<file path="src/rtl/fcb_fmt_pkg.sv">
`default_nettype none
// ----------------------------------------------------------------------------
// fcb_fmt_pkg
// Shared types and constants for the 8.3 directory-name formatter.
// ----------------------------------------------------------------------------
package fcb_fmt_pkg;

  // Default field lengths
  localparam int BASE_LEN_DEF = 8;
  localparam int EXT_LEN_DEF  = 3;

  // Characters with a meaning of their own
  localparam logic [7:0] CH_NUL   = 8'h00;
  localparam logic [7:0] CH_SPACE = 8'h20;
  localparam logic [7:0] CH_STAR  = 8'h2A;
  localparam logic [7:0] CH_DOT   = 8'h2E;
  localparam logic [7:0] CH_QUERY = 8'h3F;

  // Parsing phase
  typedef enum logic [4:0] {
    PH_BASE  = 5'b00001,  // filling the base part
    PH_SKIP  = 5'b00010,  // base full, dropping characters up to a dot
    PH_EXT   = 5'b00100,  // filling the extension
    PH_DONE  = 5'b01000,  // extension full, ignoring the rest
    PH_ENDED = 5'b10000   // NUL seen, ignoring the rest
  } phase_t;

  // Control state of the name being built
  typedef struct packed {
    phase_t     phase;
    logic [1:0] seen_len;   // characters seen, saturates at three
    logic [1:0] lead_dots;  // dots so far while the name is all dots
  } ctrl_t;

  localparam ctrl_t CTRL_RST = '{phase: PH_BASE, seen_len: 2'd0, lead_dots: 2'd0};

endpackage : fcb_fmt_pkg
`default_nettype wire

</file>
<file path="src/rtl/fcb_fmt_core.sv">
`default_nettype none
// ----------------------------------------------------------------------------
// fcb_fmt_core
// One-character state update and packing of the 11-character result.
// ----------------------------------------------------------------------------
module fcb_fmt_core
  import fcb_fmt_pkg::*;
#(
  parameter int BASE_LEN = BASE_LEN_DEF,
  parameter int EXT_LEN  = EXT_LEN_DEF,
  localparam int BCW = $clog2(BASE_LEN + 1),
  localparam int ECW = $clog2(EXT_LEN + 1)
) (
  input  wire logic [7:0]                ch,
  input  wire ctrl_t                     ctrl,
  input  wire logic [BASE_LEN-1:0][7:0]  base_chars,
  input  wire logic [BCW-1:0]            base_cnt,
  input  wire logic [EXT_LEN-1:0][7:0]   ext_chars,
  input  wire logic [ECW-1:0]            ext_cnt,
  output ctrl_t                          ctrl_nxt,
  output logic [BASE_LEN-1:0][7:0]       base_chars_nxt,
  output logic [BCW-1:0]                 base_cnt_nxt,
  output logic [EXT_LEN-1:0][7:0]        ext_chars_nxt,
  output logic [ECW-1:0]                 ext_cnt_nxt,
  output logic [63:0]                    base_field,
  output logic [23:0]                    ext_field
);

  logic [63:0] base_raw;
  logic [23:0] ext_raw;
  logic        dot1;
  logic        dot2;

  always_comb begin
    ctrl_nxt       = ctrl;
    base_chars_nxt = base_chars;
    base_cnt_nxt   = base_cnt;
    ext_chars_nxt  = ext_chars;
    ext_cnt_nxt    = ext_cnt;
    if (ctrl.phase != PH_ENDED) begin
      if (ch == CH_NUL) begin
        ctrl_nxt.phase = PH_ENDED;
      end else begin
        if (ch == CH_DOT && ctrl.lead_dots == ctrl.seen_len && ctrl.seen_len < 2'd2) begin
          ctrl_nxt.lead_dots = ctrl.lead_dots + 2'd1;
        end
        if (ctrl.seen_len != 2'd3) begin
          ctrl_nxt.seen_len = ctrl.seen_len + 2'd1;
        end
        unique case (ctrl.phase)
          PH_BASE: begin
            if (ch == CH_DOT) begin
              ctrl_nxt.phase = PH_EXT;
            end else if (ch == CH_STAR) begin
              for (int i = 0; i < BASE_LEN; i++) begin
                if (BCW'(i) >= base_cnt) base_chars_nxt[i] = CH_QUERY;
              end
              base_cnt_nxt   = BCW'(BASE_LEN);
              ctrl_nxt.phase = PH_SKIP;
            end else begin
              for (int i = 0; i < BASE_LEN; i++) begin
                if (BCW'(i) == base_cnt) base_chars_nxt[i] = ch;
              end
              base_cnt_nxt = base_cnt + 1'b1;
              if (base_cnt + 1'b1 >= BCW'(BASE_LEN)) ctrl_nxt.phase = PH_SKIP;
            end
          end
          PH_SKIP: begin
            if (ch == CH_DOT) ctrl_nxt.phase = PH_EXT;
          end
          PH_EXT: begin
            if (ch == CH_STAR) begin
              for (int i = 0; i < EXT_LEN; i++) begin
                if (ECW'(i) >= ext_cnt) ext_chars_nxt[i] = CH_QUERY;
              end
              ext_cnt_nxt    = ECW'(EXT_LEN);
              ctrl_nxt.phase = PH_DONE;
            end else begin
              for (int i = 0; i < EXT_LEN; i++) begin
                if (ECW'(i) == ext_cnt) ext_chars_nxt[i] = ch;
              end
              ext_cnt_nxt = ext_cnt + 1'b1;
              if (ext_cnt + 1'b1 >= ECW'(EXT_LEN)) ctrl_nxt.phase = PH_DONE;
            end
          end
          default: ;
        endcase
      end
    end
  end

  // Pack the stored characters, first one in the top byte; unused slots blank.
  for (genvar g = 0; g < 8; g++) begin : g_base
    if (g < BASE_LEN) begin : g_used
      assign base_raw[63-8*g -: 8] = base_chars_nxt[g];
    end else begin : g_pad
      assign base_raw[63-8*g -: 8] = CH_SPACE;
    end
  end

  // Only the first three extension characters are shown.
  for (genvar g = 0; g < 3; g++) begin : g_ext
    if (g < EXT_LEN) begin : g_used
      assign ext_raw[23-8*g -: 8] = ext_chars_nxt[g];
    end else begin : g_pad
      assign ext_raw[23-8*g -: 8] = CH_SPACE;
    end
  end

  // "." and ".." map to fixed forms
  assign dot1 = (ctrl_nxt.seen_len == 2'd1) && (ctrl_nxt.lead_dots == 2'd1);
  assign dot2 = (ctrl_nxt.seen_len == 2'd2) && (ctrl_nxt.lead_dots == 2'd2);

  assign base_field = dot1 ? {CH_DOT, {7{CH_SPACE}}} :
                      dot2 ? {CH_DOT, CH_DOT, {6{CH_SPACE}}} : base_raw;
  assign ext_field  = (dot1 || dot2) ? {3{CH_SPACE}} : ext_raw;

endmodule : fcb_fmt_core
`default_nettype wire

</file>
<file path="src/rtl/fcb_8_3_name_formatter.sv">
`default_nettype none
// ----------------------------------------------------------------------------
// fcb_8_3_name_formatter
// Streams a file name in, one character per transaction, and returns the
// blank-padded 8.3 directory form after the character flagged with tlast.
// ----------------------------------------------------------------------------
// Usage: send the name one character per input transaction (tdata[7:0]) with
// in_tlast on its final character. One character is taken every clock cycle
// unless the input stalls. The result (base and extension, 11 bytes) is
// registered once the flagged character leaves the input register and stays
// until taken; the next name may start right away. Input stalls only when a
// flagged character waits in the input register while a previous result
// still sits untaken in the output register. A NUL character ends the name
// early; later characters up to tlast are dropped. "*" fills with "?"; "."
// and ".." give their fixed forms. Case is passed through unchanged.
// ----------------------------------------------------------------------------
module fcb_8_3_name_formatter
  import fcb_fmt_pkg::*;
#(
  parameter int BASE_LEN = BASE_LEN_DEF,  // 1..8
  parameter int EXT_LEN  = EXT_LEN_DEF    // 1..8
) (
  input  wire logic        clk,
  input  wire logic        rst_n,
  // input channel
  input  wire logic        in_tvalid,
  output logic             in_tready,
  input  wire logic [7:0]  in_tdata,    // [7:0] name_char
  input  wire logic        in_tlast,    // last_char
  // result channel
  output logic             out_tvalid,
  input  wire logic        out_tready,
  output logic [87:0]      out_tdata    // [63:0] base_field, [87:64] ext_field
);

  localparam int BCW = $clog2(BASE_LEN + 1);
  localparam int ECW = $clog2(EXT_LEN + 1);

  // input register
  logic       s1_valid_r;
  logic [7:0] s1_char_r;
  logic       s1_last_r;
  logic       s1_adv;
  logic       s1_fire;

  // name state
  ctrl_t                     ctrl_r, ctrl_nxt;
  logic [BASE_LEN-1:0][7:0]  base_chars_r, base_chars_nxt;
  logic [BCW-1:0]            base_cnt_r, base_cnt_nxt;
  logic [EXT_LEN-1:0][7:0]   ext_chars_r, ext_chars_nxt;
  logic [ECW-1:0]            ext_cnt_r, ext_cnt_nxt;

  logic [63:0] base_field;
  logic [23:0] ext_field;

  // output register
  logic        out_valid_r;
  logic [87:0] out_data_r;

  // Non-final characters never need the output register.
  assign s1_adv    = !s1_last_r || !out_valid_r || out_tready;
  assign s1_fire   = s1_valid_r && s1_adv;
  assign in_tready = !s1_valid_r || s1_adv;

  always_ff @(posedge clk) begin
    if (!rst_n) begin
      s1_valid_r <= 1'b0;
    end else if (in_tready) begin
      s1_valid_r <= in_tvalid;
    end
  end

  always_ff @(posedge clk) begin
    if (in_tready && in_tvalid) begin
      s1_char_r <= in_tdata;
      s1_last_r <= in_tlast;
    end
  end

  fcb_fmt_core #(
    .BASE_LEN (BASE_LEN),
    .EXT_LEN  (EXT_LEN)
  ) u_core (
    .ch             (s1_char_r),
    .ctrl           (ctrl_r),
    .base_chars     (base_chars_r),
    .base_cnt       (base_cnt_r),
    .ext_chars      (ext_chars_r),
    .ext_cnt        (ext_cnt_r),
    .ctrl_nxt       (ctrl_nxt),
    .base_chars_nxt (base_chars_nxt),
    .base_cnt_nxt   (base_cnt_nxt),
    .ext_chars_nxt  (ext_chars_nxt),
    .ext_cnt_nxt    (ext_cnt_nxt),
    .base_field     (base_field),
    .ext_field      (ext_field)
  );

  // Name state: a flagged character closes the name and starts an empty one.
  always_ff @(posedge clk) begin
    if (!rst_n) begin
      ctrl_r       <= CTRL_RST;
      base_chars_r <= {BASE_LEN{CH_SPACE}};
      base_cnt_r   <= '0;
      ext_chars_r  <= {EXT_LEN{CH_SPACE}};
      ext_cnt_r    <= '0;
    end else if (s1_fire) begin
      if (s1_last_r) begin
        ctrl_r       <= CTRL_RST;
        base_chars_r <= {BASE_LEN{CH_SPACE}};
        base_cnt_r   <= '0;
        ext_chars_r  <= {EXT_LEN{CH_SPACE}};
        ext_cnt_r    <= '0;
      end else begin
        ctrl_r       <= ctrl_nxt;
        base_chars_r <= base_chars_nxt;
        base_cnt_r   <= base_cnt_nxt;
        ext_chars_r  <= ext_chars_nxt;
        ext_cnt_r    <= ext_cnt_nxt;
      end
    end
  end

  // Result register
  always_ff @(posedge clk) begin
    if (!rst_n) begin
      out_valid_r <= 1'b0;
    end else if (s1_fire && s1_last_r) begin
      out_valid_r <= 1'b1;
    end else if (out_tready) begin
      out_valid_r <= 1'b0;
    end
  end

  always_ff @(posedge clk) begin
    if (s1_fire && s1_last_r) begin
      out_data_r <= {ext_field, base_field};
    end
  end

  assign out_tvalid = out_valid_r;
  assign out_tdata  = out_data_r;

  // A closed name always lands in the result register.
  a_result_loaded: assert property (@(posedge clk) disable iff (!rst_n)
    s1_fire && s1_last_r |=> out_valid_r)
    else $error("closed name did not produce a result");

  // After a closed name the state is empty again.
  a_state_cleared: assert property (@(posedge clk) disable iff (!rst_n)
    s1_fire && s1_last_r |=> base_cnt_r == '0 && ext_cnt_r == '0 &&
                             ctrl_r.phase == PH_BASE && ctrl_r.seen_len == 2'd0)
    else $error("name state not cleared after result");

  // Fill counts stay within their fields.
  a_cnt_bound: assert property (@(posedge clk) disable iff (!rst_n)
    base_cnt_r <= BCW'(BASE_LEN) && ext_cnt_r <= ECW'(EXT_LEN))
    else $error("fill count past field length");

  // Dot count never runs ahead of characters seen.
  a_dots_bound: assert property (@(posedge clk) disable iff (!rst_n)
    ctrl_r.lead_dots <= ctrl_r.seen_len)
    else $error("leading dot count exceeds length");

endmodule : fcb_8_3_name_formatter
`default_nettype wire

</file>
<file path="config.mk">
export PLATFORM = sky130hd
export DESIGN_NAME = fcb_8_3_name_formatter
export DESIGN_NICKNAME = d
export VERILOG_FILES = /design/src/rtl/fcb_fmt_pkg.sv /design/src/rtl/fcb_fmt_core.sv /design/src/rtl/fcb_8_3_name_formatter.sv
export SDC_FILE = /design/constraint.sdc
export NUM_CORES = 1
export LEC_CHECK = 0
export BUFFER_PORTS_ARGS = -buffer_cell sky130_fd_sc_hd__buf_2
export CORE_MARGIN = 1
export CORE_UTILIZATION = 57
export CTS_BUF_LIST = sky130_fd_sc_hd__clkbuf_4 sky130_fd_sc_hd__clkbuf_8 sky130_fd_sc_hd__clkbuf_16
export CTS_CLUSTER_DIAMETER = 100
export DETAILED_ROUTE_END_ITERATION = 8
export PLACE_DENSITY = 0.75
export SLEW_MARGIN = 20
export SYNTH_ARGS = -nofsm -noshare
export SYNTH_HDL_FRONTEND = slang
export SYNTH_HIERARCHICAL = 1
export SYNTH_SLANG_ARGS = --single-unit
export TNS_END_PERCENT = 20
</file>
<file path="constraint.sdc">
create_clock -name clk -period 15.8 [get_ports clk]
set_input_delay 2.37 -clock clk [delete_from_list [all_inputs] [get_ports clk]]
set_output_delay 2.37 -clock clk [all_outputs]
set_load 0.03 [all_outputs]
</file>
==> results of run 1 <==
cells by family after synthesis:
kind of cell / count (synthesis)
flip-flops: 202
multiplexers: 15
adder cells (fa/ha/maj): 8
AO/OA/AOI/OAI: 258
AND/OR/NAND/NOR: 231
buffers and inverters: 70
path summary, 6_finish.rpt:
| check | start | end | cells past startpoint |
|---|---|---|---|
| hold / removal | base_chars_r[5]$_SDFFE_PN1P_ | base_chars_r[5]$_SDFFE_PN1P_ | 1 |
| setup reg to reg | s1_char_r[0]$_DFFE_PP_ | out_tdata[69]$_DFFE_PP_ | 6 |
| hold reg to reg | base_chars_r[5]$_SDFFE_PN1P_ | base_chars_r[5]$_SDFFE_PN1P_ | 1 |
| setup / recovery | out_tready | in_tready | 4 |
per-stage QoR:
step	std cells	hold WS [ns]	setup WS, ns	util (%)
5_1_grt	1082	0.4842	10.25	66.48
3_5_place_dp	1045	0.4492	10.29	61.90
6_report	1082	0.4649	10.30	66.48
2_1_floorplan	784	0.4274	9.146	-
3_3_place_gp	1045	0.4367	10.35	61.90
4_1_cts	1081	0.4642	10.30	66.32
layout make-up:
class                           instances  share of cell area (%)
Multi-Input combinational cell        512                   35.37
Inverter                               11                  0.4056
Tap cell                              211                   2.593
Timing Repair Buffer                  110                   5.727
Sequential cell                       202                   49.26
Clock buffer                           28                   5.739
Clock inverter                          8                  0.9094
layer usage:
layer  routed length (um)  share of wire (%)  track usage (%)
met1                 9154                 43            35.60
met5                    0                  0                0
met4                  493                2.3            9.827
met3                 1569                7.4            5.008
met2                 9992                 47            42.26
power by group:
group          leakage [uW]  internal [uW]  switching [uW]
sequential          0.00173            555            9.30
clock              0.000343            292             192
combinational       0.00187           13.9            35.1
placed cells by master, fill, tap and decap left out, drive strengths merged, types with 5 or more instances in the layout:
| cell | count |
|---|---|
| edfxtp | 97 |
| nor3 | 11 |
| nand2b | 20 |
| a22o | 106 |
| clkinv | 6 |
| or4 | 5 |
| nor2 | 27 |
| ha | 8 |
| nand3 | 15 |
| a2bb2oi | 5 |
| buf | 110 |
| or2 | 6 |
| o22a | 42 |
| a21oi | 26 |
| a31oi | 5 |
| nand2 | 54 |
| dfxtp | 105 |
| inv | 11 |
| mux2 | 11 |
| and2 | 54 |
| o21ai | 29 |
| clkbuf | 28 |
| and3 | 11 |
| nor4 | 8 |
flip-flops by register name, indices dropped and copies added, names as in the netlist:
signal	flops
out_tdata	88
base_chars_r	64
s1_last_r	1
s1_valid_r	1
base_cnt_r	4
out_tvalid	1
ext_chars_r	24
ext_cnt_r	2
ctrl_r	9
s1_char_r	8
==> metrics.md, run 1 <==
| Metric | Value |
|---|---|
| Area contributors post-synth | edfxtp_1 32%, dfxtp_1 23%, a22o_1 10%, o22a_1 4.1%, and2_1 3.7% |
| PortBufs | 102 |
| Yosys warns | 6 |
| Synth cell count leaders | 106 x a22o_1, 105 x dfxtp_1, 97 x edfxtp_1 |
| Max incr delay on CP | 0.31 ns |
| Vias per inst | 6.201 |
| Clock Path Buffers | 3 |
| First-pass iteration count of the detailed router | 6 |
| Register area share after synthesis | 55.49% |
| Initial DRC Count | 714 |
| CP dominant cell by count | buf_2 |
| Final-report hold violation count | 0 |
| Synth Area in Simple Gates | 14.09% |
| Slowest stage cell, crit path | nor2b_1 |
| Chip Height | 127.9 um |
| Status | completed |
| Critical path required time | 13.43 ns |
| Count leader, synth | a22o_1 |
| Starting Density | 59.01% |
| Synthesized flop and latch total | 202 |
| Fin crit period | 5.496 ns |
| CP delay by family, top | simple AND/OR/NAND/NOR gates |
| Avg Inst Size Synth | 11.53 um^2 |
| Global Route Usage Sum | 26.33% |
| Fraction of synthesized cell area in xor and xnor cells | 0% |
| Largest family of logic cells by synthesized area | compound AO/OA/AOI/OAI gates |
| Clock sink count | 202 |
| Final WL | 21210 um |
| CTS tree | done |
| Design Area, Final | 10180 um^2 |
| RSZ-0062 raised after global routing | no |
| Leakage power figure | 0.003942 uW |
| Max-cap check violation count | 0 |
| Top FF cell, synth | dfxtp_1 |
| Slew HR | 31.86% |
| CTS H-Tree Depth | 1 |
| Post-CTS setup buffers | 0 |
| PwrDens | 107.7 nW/um^2 |
| Area growth syn-to-layout | 12.65% |
| Setup violators final | 0 |
| Die Wd | 127.9 um |
| Overflow after GRT | 0 |
| NumNets Final | 878 |
| Row count | 45 |
| Post-synthesis mux area share | 1.814% |
| EDFF count, synth | 97 |
| Worst-margin pin slew | 1.022 ns |
| Max-slew violation count | 0 |
| Die area | 16360 um^2 |
| Worst skew pair latency | 0.49 ns |
| Routed wire per std cell | 19.60 um |
| Post-synthesis adder-cell area fraction | 1.108% |
| Post-route ant nets | 0 |
| CP Launch Type | input port |
| Design Power | 1097 uW |
| Final estimated routing congestion in global placement | 0.8540 |
| First-pass GRT wire length | 33810 um |
| Post-CTS Resized | 0 |
| Yosys top cell area share | 32.23% |
| Number of global-route vias before repair | 6458 |
| Storage cell area | 5015 um^2 |
| Post-synthesis async set-or-reset flop share | 0% |
| Syn_nets | 805 |
| Filler Cell Count | 1196 |
| Num ports | 103 |
| Share of layout cells above drive strength 1 | 20.55% |
| Worst-path clk slew | 0.06 ns |
| CP endpoint kind | output pin |
| Synth area leader | edfxtp_1 |
| CP max FO | 4 |
| HPWL after detailed placement | 13010 um |
| Setup slack, reg-to-reg | 11.95 ns |
| Initial antenna violation count | 0 |
| Placed cell areas | 9479 um^2 |
| Mapped Area | 9037 um^2 |
| Total CTS buffers | 20 |
| Inserted Diodes | 0 |
| Largest net degree at the start of global routing | 92 |
| Vias | 6710 |
| Total negative setup slack | 0 ns |
| Crit path kind | input port to output pin |
| Root Driver | clkbuf_16 |
| # DRC | 0 |
| HP Class | flop to flop |
| Count of cell types in the netlist | 68 |
| Hold_buf cts | 0 |
| Skew final | 0.01273 ns |
| Final period util | 34.79% |
| Mapped Cells | 784 |
| Core ar. | 15310 um^2 |
| Arr. time, crit path | 3.13 ns |
| Max VDD drop | 0.08568 mV |
| Multi-input combinational cell area | 3601 um^2 |
| WP buf/inv | 2 |
| Worst path cell trace | buf_2 -> nor2b_1 -> nand3_1 -> buf_2 |
| Max frequency | 181.9 MHz |
| Synth Area in Compound Gates | 22.68% |
(Power assumes the default switching activity.)
==> inputs of run 2 (changes only) <==
==> constraint.sdc (replaced) <==
create_clock -name clk -period 5.35 [get_ports clk]
set_input_delay 0.8025 -clock clk [delete_from_list [all_inputs] [get_ports clk]]
set_output_delay 0.8025 -clock clk [all_outputs]
set_load 0.03 [all_outputs]
==> metrics.md, run 2 (same netlist as run 1, synthesis figures left out) <==
| Metric | Value |
|---|---|
| Status | completed |
| Overflow after GRT | 0 (unchanged) |
| Final period util | 68.70% |
| NumNets Final | 877 (-0.11%) |
| Worst-path clk slew | 0.06 ns (about the same) |
| Share of layout cells above drive strength 1 | 20.46% (-0.091 points) |
| HP Class | flop to flop |
| Area growth syn-to-layout | 12.74% (about the same) |
| Initial antenna violation count | 0 (unchanged) |
| Num ports | 103 (unchanged) |
| Post-route ant nets | 0 (unchanged) |
| CP Launch Type | flop |
| Switching power | 704.6 uW (+200%) |
| Leakage power figure | 0.003938 uW (-0.10%) |
| Placed cell areas | 9504 um^2 (+0.26%) |
| Max-slew violation count | 0 (unchanged) |
| Setup violators final | 0 (unchanged) |
| First-pass iteration count of the detailed router | 7 (+1) |
| Max frequency | 272.1 MHz |
| Core ar. | 15310 um^2 (unchanged) |
| Max-cap check violation count | 0 (unchanged) |
| Commonest cells after routing, fill and taps aside | 106 x a22o_1, 105 x dfxtp_1, 102 x buf_2 |
| # DRC | 0 (unchanged) |
| Switching power share of the total | 21.69% (+0.18 points) |
| Design Area, Final | 10190 um^2 (about the same) |
| Met2 Use GR | 43.67% (+1.4 points) |
| CTS H-Tree Depth | 1 (unchanged) |
| Hold_buf cts | 0 (unchanged) |
| Setup slack, reg-to-reg | 1.67 ns (-10.28 ns) |
| Critical path required time | 5.57 ns (-7.86 ns) |
| Hold path endpoint | base_chars_r[5]$_SDFFE_PN1P_ |
| Hold Crit Start | base_chars_r[5]$_SDFFE_PN1P_ |
| Chip Height | 127.9 um (unchanged) |
| Worst-margin pin slew | 1.000 ns (-0.02164 ns) |
| Comb power frac | 4.5% (about the same) |
| Vias per inst | 6.277 (+1.2%) |
| GR peak layer | met2 |
| Max reg flops | 88 (unchanged) |
| CP startpoint | s1_char_r[0]$_DFFE_PP_ |
| Inserted Diodes | 0 (unchanged) |
| Fin Hold WS | 0.4626 ns (-0.002271 ns) |
| Worst skew pair latency | 0.49 ns (about the same) |
| Total CTS buffers | 20 (unchanged) |
| Post-CTS Resized | 0 (unchanged) |
| RSZ-0062 raised after global routing | no |
| Vias | 6785 (+1.1%) |
| PwrDens | 318.9 nW/um^2 (+200%) |
| Clock Path Buffers | 3 (unchanged) |
| Global Route Usage Sum | 27.08% (+0.75 points) |
| Final estimated routing congestion in global placement | 0.9033 (+5.8%) |
| CP endpoint kind | flop |
| Total negative setup slack | 0 ns (unchanged) |
| Number of global-route vias before repair | 6629 (+2.6%) |
| Post-CTS setup buffers | 0 (unchanged) |
| Hold Path Stages | 1 (unchanged) |
| Arr. time, crit path | 3.89 ns (+0.76 ns) |
| Final Core Density | 66.53% (about the same) |
| Initial DRC Count | 584 (-18%) |
| Max VDD drop | 0.2279 mV (+170%) |
| Routed wire per std cell | 20.28 um (+3.5%) |
| CTS tree | done |
| Clock power share | 44.1% (about the same) |
| PortBufs | 102 (unchanged) |
| Reg2reg start | s1_char_r[0]$_DFFE_PP_ |
| Starting Density | 59.01% (unchanged) |
| Met1 GRT Util | 36.58% (+0.98 points) |
| Reg2reg end | out_tdata[37]$_DFFE_PP_ |
| Final-report hold violation count | 0 (unchanged) |
| Row count | 45 (unchanged) |
| Largest net degree at the start of global routing | 62 (-33%) |
| First-pass GRT wire length | 34450 um (+1.9%) |
| Skew final | 0.009923 ns (-0.002806 ns) |
| Clock sink count | 202 (unchanged) |
| Pre-CTS WS | 1.664 ns (-8.630 ns) |
| Final WL | 21920 um (+3.4%) |
| Die Wd | 127.9 um (unchanged) |
| Final worst slack | 1.675 ns (-8.629 ns) |
| HPWL after detailed placement | 13850 um (+6.5%) |
| Commonest non-fill, non-tap cell in the layout | a22o_1 |
| Seq pwr share | 51.4% (about the same) |
| Root Driver | clkbuf_16 |
| R2R cell count | 6 (unchanged) |
| Met3 usage | 4.132% (-0.88 points) |
| Crit path kind | flop to flop |
| Fin crit period | 3.675 ns |
| P_int | 2544 uW (+200%) |
| CP max FO | 35 (+31) |
| Slew HR | 33.30% (+1.4 points) |
| Die area | 16360 um^2 (unchanged) |
-- run 2: per-stage QoR --
step	cells	total power, uW
floorplan	784	1806
CTS	1081	3265
global route	1081	3344
finish	1081	3249
global placement	1044	1839
detailed placement	1045	1846
-- run 2: layer usage --
metal / wire [um] / vias up
met1: 9529 / 3289
met2: 10300 / 300
met5: 0 / -
li1: - / 3135
met4: 736 / 0
met3: 1357 / 61
-- run 2: how the worst max path moves through the flow --
stage                                    to
floorplan            out_tdata[0]$_DFFE_PP_
global placement    out_tdata[59]$_DFFE_PP_
detailed placement  out_tdata[59]$_DFFE_PP_
CTS                 out_tdata[57]$_DFFE_PP_
global route        out_tdata[37]$_DFFE_PP_
finish              out_tdata[37]$_DFFE_PP_
-- run 2: critical path: stages (launching register included) --
cell,delay [ns]
edfxtp_1,0.65
or4_1,0.85
o22ai_4,0.37
mux2_1,0.22
and3_1,0.68
buf_4,0.46
o21ai_0,0.15
-- run 2: final cells by class --
class,instances,area (um^2)
Clock buffer,28,584.3
Tap cell,211,264.0
Sequential cell,202,5015
Multi-Input combinational cell,512,3603
Timing Repair Buffer,109,588.1
Inverter,11,41.29
Clock inverter,8,92.59
Fill cell,1207,5126
-- run 2: power by group through the flow --
stage | Clock (uW) | Sequential, uW | Combinational, uW
2_1_floorplan | 0 | 1720 | 88.9
5_1_grt | 1520 | 1670 | 156
6_report | 1430 | 1670 | 146
3_5_place_dp | 0 | 1700 | 145
4_1_cts | 1450 | 1670 | 145
3_3_place_gp | 0 | 1700 | 139
